File: src/design/double_hash_table_engine_defines.svh
// Assertion macros for the double-hash table engine.
`ifndef DOUBLE_HASH_TABLE_ENGINE_DEFINES_SVH
`define DOUBLE_HASH_TABLE_ENGINE_DEFINES_SVH

// Consequent must hold in the same cycle as the antecedent.
`define DHTE_ASSERT_SAME(label, clk, rst_n, ante, cons, msg) \
    label: assert property (@(posedge clk) disable iff (!rst_n) (ante) |-> (cons)) \
        else $error(msg);

// Consequent must hold in the cycle after the antecedent.
`define DHTE_ASSERT_NEXT(label, clk, rst_n, ante, cons, msg) \
    label: assert property (@(posedge clk) disable iff (!rst_n) (ante) |=> (cons)) \
        else $error(msg);

`endif

File: src/design/dhte_pkg.sv
// Shared constants, codes and types of the double-hash table engine.
`default_nettype none

package dhte_pkg;

    // TABLE_SIZE must be a power of two: the hash reduces by masking.
    localparam int TABLE_SIZE = 256;
    localparam int KEY_BYTES  = 10;

    localparam int IDX_W      = $clog2(TABLE_SIZE);
    localparam int CNT_W      = $clog2(TABLE_SIZE + 1);
    localparam int BYTE_CNT_W = $clog2(KEY_BYTES);
    localparam int LOAD_LIMIT = (3 * TABLE_SIZE) / 4;

    localparam int ACT_W  = 2;
    localparam int KEY_W  = 40;
    localparam int KEY_TOT_W = 8 * KEY_BYTES;
    localparam int VAL_W  = 31;
    localparam int STAT_W = 3;

    localparam logic [ACT_W-1:0] ACT_LOOKUP = 2'd0;
    localparam logic [ACT_W-1:0] ACT_INSERT = 2'd1;
    localparam logic [ACT_W-1:0] ACT_DELETE = 2'd2;
    localparam logic [ACT_W-1:0] ACT_SPARE  = 2'd3;

    localparam logic [STAT_W-1:0] ST_FOUND     = 3'd0;
    localparam logic [STAT_W-1:0] ST_NOT_FOUND = 3'd1;
    localparam logic [STAT_W-1:0] ST_UPDATED   = 3'd2;
    localparam logic [STAT_W-1:0] ST_INSERTED  = 3'd3;
    localparam logic [STAT_W-1:0] ST_FULL      = 3'd4;

    typedef enum logic [2:0] {
        S_IDLE,
        S_HASH,
        S_READ,
        S_CHECK,
        S_COMMIT
    } state_t;

    typedef struct packed {
        logic [KEY_W-1:0] key_front;
        logic [KEY_W-1:0] key_back;
        logic [VAL_W-1:0] value;
    } slot_t;

    typedef struct packed {
        logic             done;
        logic [IDX_W-1:0] pos;
        logic [IDX_W-1:0] step;
    } hash_res_t;

    typedef struct packed {
        logic [IDX_W-1:0] idx;
        logic             rd_en;
        logic             kill;
        logic             wr_en;
        logic [IDX_W-1:0] wr_idx;
        logic             mark_live;
    } store_cmd_t;

    typedef struct packed {
        logic occupied;
        logic live;
    } slot_flags_t;

endpackage

`default_nettype wire

File: src/design/dhte_hash.sv
// Byte-serial hash unit: start slot and probe step, one key byte per cycle.
`default_nettype none

module dhte_hash (
    input  wire logic                        clk,
    input  wire logic                        rst_n,
    input  wire logic                        start,
    input  wire logic [dhte_pkg::KEY_W-1:0]  key_front,
    input  wire logic [dhte_pkg::KEY_W-1:0]  key_back,
    output dhte_pkg::hash_res_t              res
);
    import dhte_pkg::*;

    logic [KEY_TOT_W-1:0]  key_sr_reg;
    logic [IDX_W-1:0]      h_pos_reg;
    logic [IDX_W-1:0]      h_step_reg;
    logic [BYTE_CNT_W-1:0] cnt_reg;
    logic                  busy_reg;
    logic                  done_reg;
    logic [IDX_W-1:0]      byte_mod;

    // (size-1)*h == -h and (size+1)*h == h modulo a power-of-two size
    assign byte_mod = IDX_W'(key_sr_reg[KEY_TOT_W-1 -: 8]);

    always_ff @(posedge clk or negedge rst_n)
    begin
        if (!rst_n)
        begin
            busy_reg <= 1'b0;
            done_reg <= 1'b0;
            cnt_reg  <= '0;
        end
        else
        begin
            done_reg <= 1'b0;
            if (start)
            begin
                busy_reg <= 1'b1;
                cnt_reg  <= '0;
            end
            else if (busy_reg)
            begin
                cnt_reg <= cnt_reg + 1'b1;
                if (cnt_reg == BYTE_CNT_W'(KEY_BYTES - 1))
                begin
                    busy_reg <= 1'b0;
                    done_reg <= 1'b1;
                end
            end
        end
    end

    always_ff @(posedge clk)
    begin
        if (start)
        begin
            key_sr_reg <= {key_front, key_back};
            h_pos_reg  <= '0;
            h_step_reg <= '0;
        end
        else if (busy_reg)
        begin
            key_sr_reg <= {key_sr_reg[KEY_TOT_W-9:0], 8'h00};
            h_pos_reg  <= byte_mod - h_pos_reg;
            h_step_reg <= h_step_reg + byte_mod;
        end
    end

    assign res.done = done_reg;
    assign res.pos  = {h_pos_reg[IDX_W-2:0], 1'b1};
    assign res.step = {h_step_reg[IDX_W-2:0], 1'b1};

endmodule

`default_nettype wire

File: config.mk
export PLATFORM = sky130hd
export DESIGN_NAME = dhte_hash
export DESIGN_NICKNAME = d
export VERILOG_FILES = /design/src/design/double_hash_table_engine_defines.svh /design/src/design/dhte_pkg.sv /design/src/design/dhte_hash.sv
export SDC_FILE = /design/constraint.sdc
export NUM_CORES = 1
export LEC_CHECK = 0
export BUFFER_PORTS_ARGS = -buffer_cell sky130_fd_sc_hd__buf_2
export CORE_MARGIN = 5
export CORE_UTILIZATION = 48
export CTS_CLUSTER_DIAMETER = 30
export DETAILED_ROUTE_END_ITERATION = 8
export PLACE_DENSITY = 0.84
export SKIP_CTS_REPAIR_TIMING = 1
export SLEW_MARGIN = 20
export SYNTH_ARGS = -nofsm -noshare
export SYNTH_HDL_FRONTEND = slang
export SYNTH_SLANG_ARGS = --single-unit
File: constraint.sdc
create_clock -name clk -period 2 [get_ports clk]
set_input_delay 0.3 -clock clk [delete_from_list [all_inputs] [get_ports clk]]
set_output_delay 0.3 -clock clk [all_outputs]
set_load 0.01 [all_outputs]
==> results_dict.tcl, run 1 <==
set metrics [dict create \
    diodes 0 \
    fill_cells 707 \
    netlist_area_um2 4180 \
    cp_slowest_stage_delay_ns 0.44 \
    synthFlopType "edfxtp_1" \
    port_buffers 87 \
    critPathArrivalTime_ns 2.37 \
    cpMaxStageDelayCell "or4_4" \
    synthArstFlopShare_pct 6.67 \
    gr-total-overflow 0 \
    irDropWorstVdd_uv 434 \
    place_congestion 0.880 \
    cts_htree_levels 3 \
    setup_viol 1 \
    routed_via_density 5.19 \
    timing.fmax_ghz 0.484 \
    drive_gt1_share_pct 30.5 \
    die_h_um 103 \
    ys_ff_latch 90 \
    cts_inserted_buffers 9 \
    cts-root-buf "clkbuf_8" \
    powerDensity_nw_per_um2 980 \
    power.total_w 0.00486 \
    drt-wirelength-per-cell_um 15.5 \
    totalWireLength_um 7680 \
    fin_crit_sh_pct 103 \
    antenna_found_initial 0 \
    timing_hold_violations_final 0 \
    regArea_um2 2530 \
    status "finished, violations left" \
    fin_ws_ns -0.0653 \
    path_cells "ha_2, inv_2, fa_2, nor2b_4, o31a_1, or4_4, a311oi_2, a41o_1" \
    clk_latency_ns 0.36 \
    cts.sinks 90 \
    cp_max_fo 3 \
    avgSynthCellArea_um2 14.3 \
    crit_required_ns 2.30 \
    p_leak_nw 2.11 \
    clk_pin_slew_worst_paths_ns 0.09 \
    nets 481 \
    initial_core_util_pct 48.7 \
    drv_cap 0 \
    worst_pin_slew_ns 0.871 \
    ctsLongestPathBuffers 2 \
    final_cell_mix "buf_2, edfxtp_1, mux2_1" \
    path_class "reg -> reg" \
    synth_cell_type_count 40 \
    pin_count 100 \
    fp.coreArea_um2 8590 \
    violations "negative setup slack" \
    syn_to_final_growth_pct 18.7 \
    drt_pass1_iterations 4 \
    hpwl_um 5270 \
    maxSlewViolCount 0 \
    crit_path_end_kind "flop" \
    largest_reg_flops 70 \
    synth_cells 292 \
    fin_tns_setup_ns -0.0653 \
    multi_input_area_um2 1540 \
    grt_max_degree 90 \
    row_count 34 \
    cts_tree "yes" \
    grt_pass1_vias 2661 \
    yosysSeqAreaShare_pct 60.5 \
    grt_pass1_wl_um 12300 \
    hold_path_class "in -> reg" \
    worstSetupStartpointType "flop" \
    synth_edf_count 70 \
    relSlewSlack_pct 41.9 \
    final_common_cell "buf_2" \
    first_iter_violations 86 \
    dieArea_um2 10700 \
    track_usage_pct 15.2 \
    ant_nets 0 \
    grt_setup_unrepaired "true" \
    yosysWarnings 0 \
    route.detailed.drc 0 \
    die_x_um 103 \
    post-route-min-period_ns 2.07 \
    fin_worst_skew_ns 0.0113 \
    via_count 2570 \
]
[cell usage after synthesis (3+ instances only)]
library cell,n,area share [%]
edfxtp_1,70,50
buf_2,3,0.36
a211oi_1,6,1.1
inv_1,13,1.2
o21ai_1,3,0.36
mux2i_1,5,1.2
nor2_1,20,1.8
dfxtp_1,14,6.7
buf_4,3,0.54
and2_1,7,1.0
a21oi_1,7,0.84
mux2_1,63,17
ha_1,14,4.2
nand2b_1,4,0.60
xor2_1,4,0.84
clkbuf_1,10,0.90
dfrtp_1,6,3.6
o21ai_0,4,0.48
nand2_1,3,0.27
xnor2_1,6,1.3
[metal layers]
layer	GRT usage, %	part of all wire [%]	vias up
met4	5.18	1.2	0
met1	17.6	40	1232
met5	0	0	-
li1	-	-	1246
met2	24.8	49	83
met3	7.31	9.9	9
[through the flow]
step | instance area, um^2 | instances | util [%] | setup slack (ns) | hold WS, ns
after global routing | 4960 | 495 | 57.8 | -0.134 | 0.190
after floorplan | 4190 | 293 | - | 0.0467 | 0.00441
after detailed placement | 4740 | 477 | 55.1 | -0.120 | 0.130
after global placement | 4740 | 477 | 55.1 | -0.0632 | 0.125
after CTS | 4930 | 493 | 57.4 | -0.153 | -0.275
final | 4960 | 495 | 57.8 | -0.0653 | 0.221
[where the power goes]
part | total (W) | switching (W) | internal (W)
clock network | 0.00124 | 0.000662 | 0.000576
registers | 0.00242 | 0.000136 | 0.00228
logic | 0.00121 | 0.000595 | 0.000610
total | 0.00486 | 0.00139 | 0.00347
[cell type report]
class                      count  area share [%]
clock buffer                   9            2.50
clock inverter                 7            1.39
tap                          108            2.72
inverter                      14            1.11
sequential                    90            51.0
timing repair buffer          94            10.2
multi-input combinational    173            31.1
[logic make-up (layout without fill, tap and decap cells)]
group / count (synthesis) / count (layout) / synth area share, %
other: 1 / 2 / 0.0897
and+or+nand+nor: 45 / 45 / 5.68
xor gates and xnor gates: 10 / 10 / 2.09
DFF: 90 / 90 / 60.5
muxes: 68 / 68 / 18.2
AOI/OAI and AO/OA: 32 / 32 / 5.23
adders and majority gates: 16 / 16 / 5.15
buffers and inverters: 30 / 124 / 3.05
[worst max-delay path: cells and delay by family, from the launching register on]
| family | cells | cell delay [ns] |
|---|---|---|
| AOI/OAI and AO/OA | 3 | 0.63 |
| adders and majority gates | 2 | 0.42 |
| buffers and inverters | 1 | 0.05 |
| DFF | 1 | 0.42 |
| and+or+nand+nor | 2 | 0.49 |
[final timing paths]
kind | slack [ns] | to | from | cells past startpoint
setup / recovery | -0.07 | h_step_reg[6]$_SDFFE_PP0P_ | key_sr_reg[72]$_DFFE_PP_ | 8
hold / removal | 0.22 | key_sr_reg[14]$_DFFE_PP_ | key_back[14] | 2
setup reg to reg | -0.07 | h_step_reg[6]$_SDFFE_PP0P_ | key_sr_reg[72]$_DFFE_PP_ | 8
hold reg to reg | 0.49 | h_step_reg[5]$_SDFFE_PP0P_ | h_step_reg[5]$_SDFFE_PP0P_ | 2
max in group asynchronous | 1.58 | cnt_reg[0]$_DFFE_PN0P_ | rst_n | 2
min in group asynchronous | 0.28 | cnt_reg[3]$_DFFE_PN0P_ | rst_n | 2
(Power assumes the default switching activity.)
==> run 2, diff against run 1 <==
Settings changed: CORE_UTILIZATION 48 to 50, CTS_BUF_LIST from default to sky130_fd_sc_hd__clkbuf_8, GPL_ROUTABILITY_DRIVEN from default to 0, HOLD_SLACK_MARGIN from default to 0.02, PLACE_DENSITY 0.84 to 0.86.
==> run 2 against run 1 <==
  * The flow still finishes with violations (negative setup slack)
  * Clock power down 5%
  * Non-clock buffer count unchanged
  * Sequential power about the same
  * Critical path type unchanged
  * Sequential share of layout area up 0.090 points
==> results_dict.tcl, run 2 (same netlist as run 1, synthesis figures left out) <==
set metrics [dict create \
    path_class "reg -> reg" \
    cts_inserted_buffers 9 \
    row_count 33 \
    crit_required_ns 2.29 \
    hp-start "key_front[35]" \
    grt_max_degree 90 \
    fin_ws_ns -0.0400 \
    totalWireLength_um 7330 \
    dieArea_um2 10300 \
    drt-wirelength-per-cell_um 14.9 \
    critPathArrivalTime_ns 2.33 \
    cts_htree_levels 3 \
    irDropWorstVdd_uv 485 \
    grt_pass1_vias 2564 \
    hpwl_um 5120 \
    first_iter_violations 85 \
    relSlewSlack_pct 43.0 \
    pin_count 100 \
    antenna_found_initial 0 \
    syn_to_final_growth_pct 18.5 \
    drv_cap 0 \
    r2r_end "h_step_reg[6]$_SDFFE_PP0P_" \
    clk_latency_ns 0.34 \
    timing_hold_violations_final 0 \
    drive_gt1_share_pct 30.0 \
    via_count 2573 \
    post-route-min-period_ns 2.04 \
    routed_via_density 5.23 \
    final_common_cell "buf_2" \
    cts.sinks 90 \
    fin_crit_sh_pct 102 \
    crit_path_end_kind "flop" \
    die_x_um 101 \
    rr_worst_depth 8 \
    hold_end "key_sr_reg[75]$_DFFE_PP_" \
    grt_setup_unrepaired "true" \
    hold_path_class "in -> reg" \
    track_usage_pct 14.7 \
    hold_path_depth 2 \
    timing.fmax_ghz 0.490 \
    fin_worst_skew_ns 0.00901 \
    drt_pass1_iterations 4 \
    route.detailed.drc 0 \
    fp.coreArea_um2 8180 \
    ctsLongestPathBuffers 2 \
    cp_max_fo 3 \
    die_h_um 101 \
    port_buffers 87 \
    initial_core_util_pct 51.2 \
    hold_ws_ns 0.238 \
    cts-root-buf "clkbuf_8" \
    ant_nets 0 \
    grt_pass1_wl_um 11700 \
    clk_pin_slew_worst_paths_ns 0.09 \
    nets 481 \
    status "finished, violations left" \
    r2r_slack_ns -0.04 \
    setup_viol 2 \
    final_cell_mix "buf_2, edfxtp_1, mux2_1" \
    worst_pin_slew_ns 0.855 \
    gr-total-overflow 0 \
    powerDensity_nw_per_um2 967 \
    violations "negative setup slack" \
    worstSetupStartpointType "flop" \
    r2r_start "key_sr_reg[72]$_DFFE_PP_" \
    fill_cells 667 \
    largest_reg_flops 70 \
    p_leak_nw 2.11 \
    maxSlewViolCount 0 \
    post-place-ws_ns -0.128 \
    cts_tree "yes" \
    diodes 0 \
]
## run 2: stage by stage
step,cells,total power [W],TNS [ns],instance area (um^2),util [%]
floorplan,293,0.00326,0,4190,-
global placement,474,0.00354,-0.0501,4730,57.9
detailed placement,474,0.00362,-0.203,4730,57.9
CTS,490,0.00481,-0.255,4920,60.2
global route,492,0.00509,-0.264,4950,60.6
finish,492,0.00479,-0.0784,4950,60.6
## run 2: report_power, final
group / internal (W) / total, W / switching [W]
clock: 0.000565 / 0.00118 / 0.000613
sequential: 0.00228 / 0.00241 / 0.000130
combinational: 0.000611 / 0.00120 / 0.000590
total: 0.00346 / 0.00479 / 0.00133
## run 2: worst max-delay path: stages (launching register included)
cell and delay [ns]:
edfxtp_1 0.41, ha_2 0.20, inv_2 0.06, fa_2 0.24, nor2b_4 0.05, o31a_1 0.27, or4_4 0.43, a311oi_2 0.22
a41o_1 0.12
## run 2: cell type report
| class | count | area (um^2) | share of cell area, % |
|---|---|---|---|
| Clock buffer | 9 | 124 | 2.50 |
| Clock inverter | 7 | 63.8 | 1.29 |
| Inverter | 14 | 55.1 | 1.11 |
| Multi-Input combinational cell | 173 | 1540 | 31.1 |
| Sequential cell | 90 | 2530 | 51.1 |
| Tap cell | 105 | 131 | 2.65 |
| Timing Repair Buffer | 94 | 505 | 10.2 |
## run 2: worst max path at each step
| stage | start | end | slack (ns) | cells past startpoint |
|---|---|---|---|---|
| finish | key_sr_reg[72]$_DFFE_PP_ | h_step_reg[6]$_SDFFE_PP0P_ | -0.04 | 8 |
| global route | key_sr_reg[73]$_DFFE_PP_ | h_step_reg[6]$_SDFFE_PP0P_ | -0.14 | 7 |
| CTS | key_sr_reg[72]$_DFFE_PP_ | h_pos_reg[6]$_SDFFE_PP0P_ | -0.16 | 9 |
| detailed placement | key_sr_reg[72]$_DFFE_PP_ | h_pos_reg[6]$_SDFFE_PP0P_ | -0.13 | 9 |
| global placement | key_sr_reg[72]$_DFFE_PP_ | h_pos_reg[6]$_SDFFE_PP0P_ | -0.05 | 9 |
| floorplan | start | key_sr_reg[0]$_SDFFCE_PN0P_ | 0.05 | 5 |
## run 2: per-layer routing
layer | global-route usage, % | vias up | routed length [um]
met5 | 0 | - | 0
met3 | 6.54 | 8 | 706
met4 | 4.60 | 0 | 82
li1 | - | 1245 | -
met2 | 23.8 | 86 | 3600
met1 | 17.6 | 1234 | 2940
==> run 3, diff against run 2 <==
Settings changed: MAX_ROUTING_LAYER from default to met4, SLEW_MARGIN 20 to 0.
==> run 3 against run 2 <==
  * Critical path depth grew 2
  * Via count grew 0.39%
  * Cell area is the same
  * Fmax is essentially flat
  * First-iteration DRC count grew 32%
  * Die area is the same
  * The run still ends with negative setup slack left
  * Sequential cell count is the same
==> results_dict.tcl, run 3 (same netlist as run 1, synthesis figures left out) <==
set metrics [dict create \
    status "finished, violations left" \
    violations "negative setup slack" \
    drt-wirelength-per-cell_um 15.1 \
    irDropWorstVdd_uv 486 \
    path_cells "inv_1, ha_1, inv_1, fa_2, a211oi_2, buf_4, o2111a_1, a211oi_1, xor2_1, nor2_1" \
    drv_cap 0 \
    syn_to_final_growth_pct 18.5 \
    largest_reg_flops 70 \
    row_count 33 \
    relSlewSlack_pct 42.5 \
    crit_required_ns 2.22 \
    cpMaxStageDelayCell "edfxtp_1" \
    hold_path_depth 2 \
    final_cell_mix "buf_2, edfxtp_1, mux2_1" \
    drive_gt1_share_pct 30.0 \
    path_class "reg -> reg" \
    hold_ws_ns 0.236 \
    cts.sinks 90 \
    clk_pin_slew_worst_paths_ns 0.09 \
    setup_viol 2 \
    combPwrFrac_pct 25.0 \
    crit_path_end_kind "flop" \
    nets 481 \
    fill_cells 667 \
    post-place-ws_ns -0.128 \
    fin_crit_sh_pct 102 \
    totalWireLength_um 7410 \
    clk_latency_ns 0.34 \
    port_buffers 87 \
    power_frac_seq_pct 50.3 \
    fin_cells 492 \
    cp_max_fo 2 \
    final_util_pct 60.6 \
    pin_count 100 \
    grt_setup_unrepaired "true" \
    track_usage_pct 15.1 \
    regArea_um2 2530 \
    worst_pin_slew_ns 0.863 \
    cts_tree "yes" \
    power.total_w 0.00480 \
    grt_max_degree 90 \
    timing_hold_violations_final 0 \
    route.detailed.drc 0 \
    swShare_pct 27.9 \
    grt_pass1_vias 2558 \
    first_iter_violations 112 \
    hpwl_um 5120 \
    post-place-cells 474 \
    powerDensity_nw_per_um2 968 \
    ant_nets 0 \
    ctsLongestPathBuffers 2 \
    routed_via_density 5.25 \
    fp.coreArea_um2 8180 \
    post-route-min-period_ns 2.04 \
    cts_htree_levels 3 \
    grt_pass1_wl_um 11700 \
    cts_inserted_buffers 9 \
    drt_pass1_iterations 4 \
    timing.fmax_ghz 0.490 \
    diodes 0 \
    via_count 2583 \
    critPathArrivalTime_ns 2.26 \
    clkPwrFrac_pct 24.6 \
    initial_core_util_pct 51.2 \
    die_h_um 101 \
    fin_worst_skew_ns 0.00970 \
    cp_slowest_stage_delay_ns 0.41 \
    dieArea_um2 10300 \
    multi_input_area_um2 1540 \
    crit_path_frequent_cell "inv_1" \
    gr-total-overflow 0 \
    p_int_w 0.00346 \
    maxSlewViolCount 0 \
    rr_worst_depth 10 \
    switching_power_w 0.00134 \
    die_x_um 101 \
    worstSetupStartpointType "flop" \
    p_leak_nw 2.11 \
    antenna_found_initial 0 \
    hold_path_class "in -> reg" \
    cts-root-buf "clkbuf_8" \
    fin_ws_ns -0.0412 \
    final_common_cell "buf_2" \
]
==> run 3: per-stage QoR <==
stage               area, um^2  setup TNS, ns
finish                    4950        -0.0817
global route              4950         -0.264
CTS                       4920         -0.255
detailed placement        4730         -0.203
global placement          4730        -0.0501
floorplan                 4190              0
==> run 3: path summary, 6_finish.rpt <==
check / endpoint / slack (ns) / from
worst min-delay path: key_sr_reg[38]$_DFFE_PP_ / 0.24 / key_back[38]
worst max register to register: h_pos_reg[6]$_SDFFE_PP0P_ / -0.04 / key_sr_reg[72]$_DFFE_PP_
min in group asynchronous: cnt_reg[2]$_DFFE_PN0P_ / 0.30 / rst_n
max in group asynchronous: busy_reg$_DFF_PN0_ / 1.56 / rst_n
worst max-delay path: h_pos_reg[6]$_SDFFE_PP0P_ / -0.04 / key_sr_reg[72]$_DFFE_PP_
worst min register to register: h_pos_reg[0]$_SDFFE_PP0P_ / 0.50 / h_pos_reg[0]$_SDFFE_PP0P_
==> run 3: area by class of cell <==
class	instances	share of cell area (%)
sequential	90	51.1
multi-input combinational	173	31.1
timing repair buffer	94	10.2
tap	105	2.65
clock buffer	9	2.50
clock inverter	7	1.29
inverter	14	1.11
==> run 3: power by group through the flow <==
stage / logic (W) / registers, W / clock network, W
global placement: 0.00111 / 0.00244 / 0
finish: 0.00120 / 0.00241 / 0.00118
CTS: 0.00117 / 0.00242 / 0.00122
global route: 0.00135 / 0.00244 / 0.00131
floorplan: 0.000785 / 0.00247 / 0
detailed placement: 0.00116 / 0.00246 / 0
==> run 3: worst max-delay path: cells and delay by family, from the launching register on <==
kind            cells  cell delay, ns
compound gates      3            0.52
xor+xnor            1            0.15
fa+ha+maj           2            0.51
buf+inv             3            0.29
flops               1            0.41
simple gates        1            0.05
==> run 3: per-layer routing <==
metal / track usage [%] / up-vias / routed length (um)
met3: 5.17 / 9 / 542
met5: - / - / 0
met2: 23.8 / 83 / 3620
met4: 4.60 / 0 / 85
li1: - / 1243 / -
met1: 18.5 / 1248 / 3160
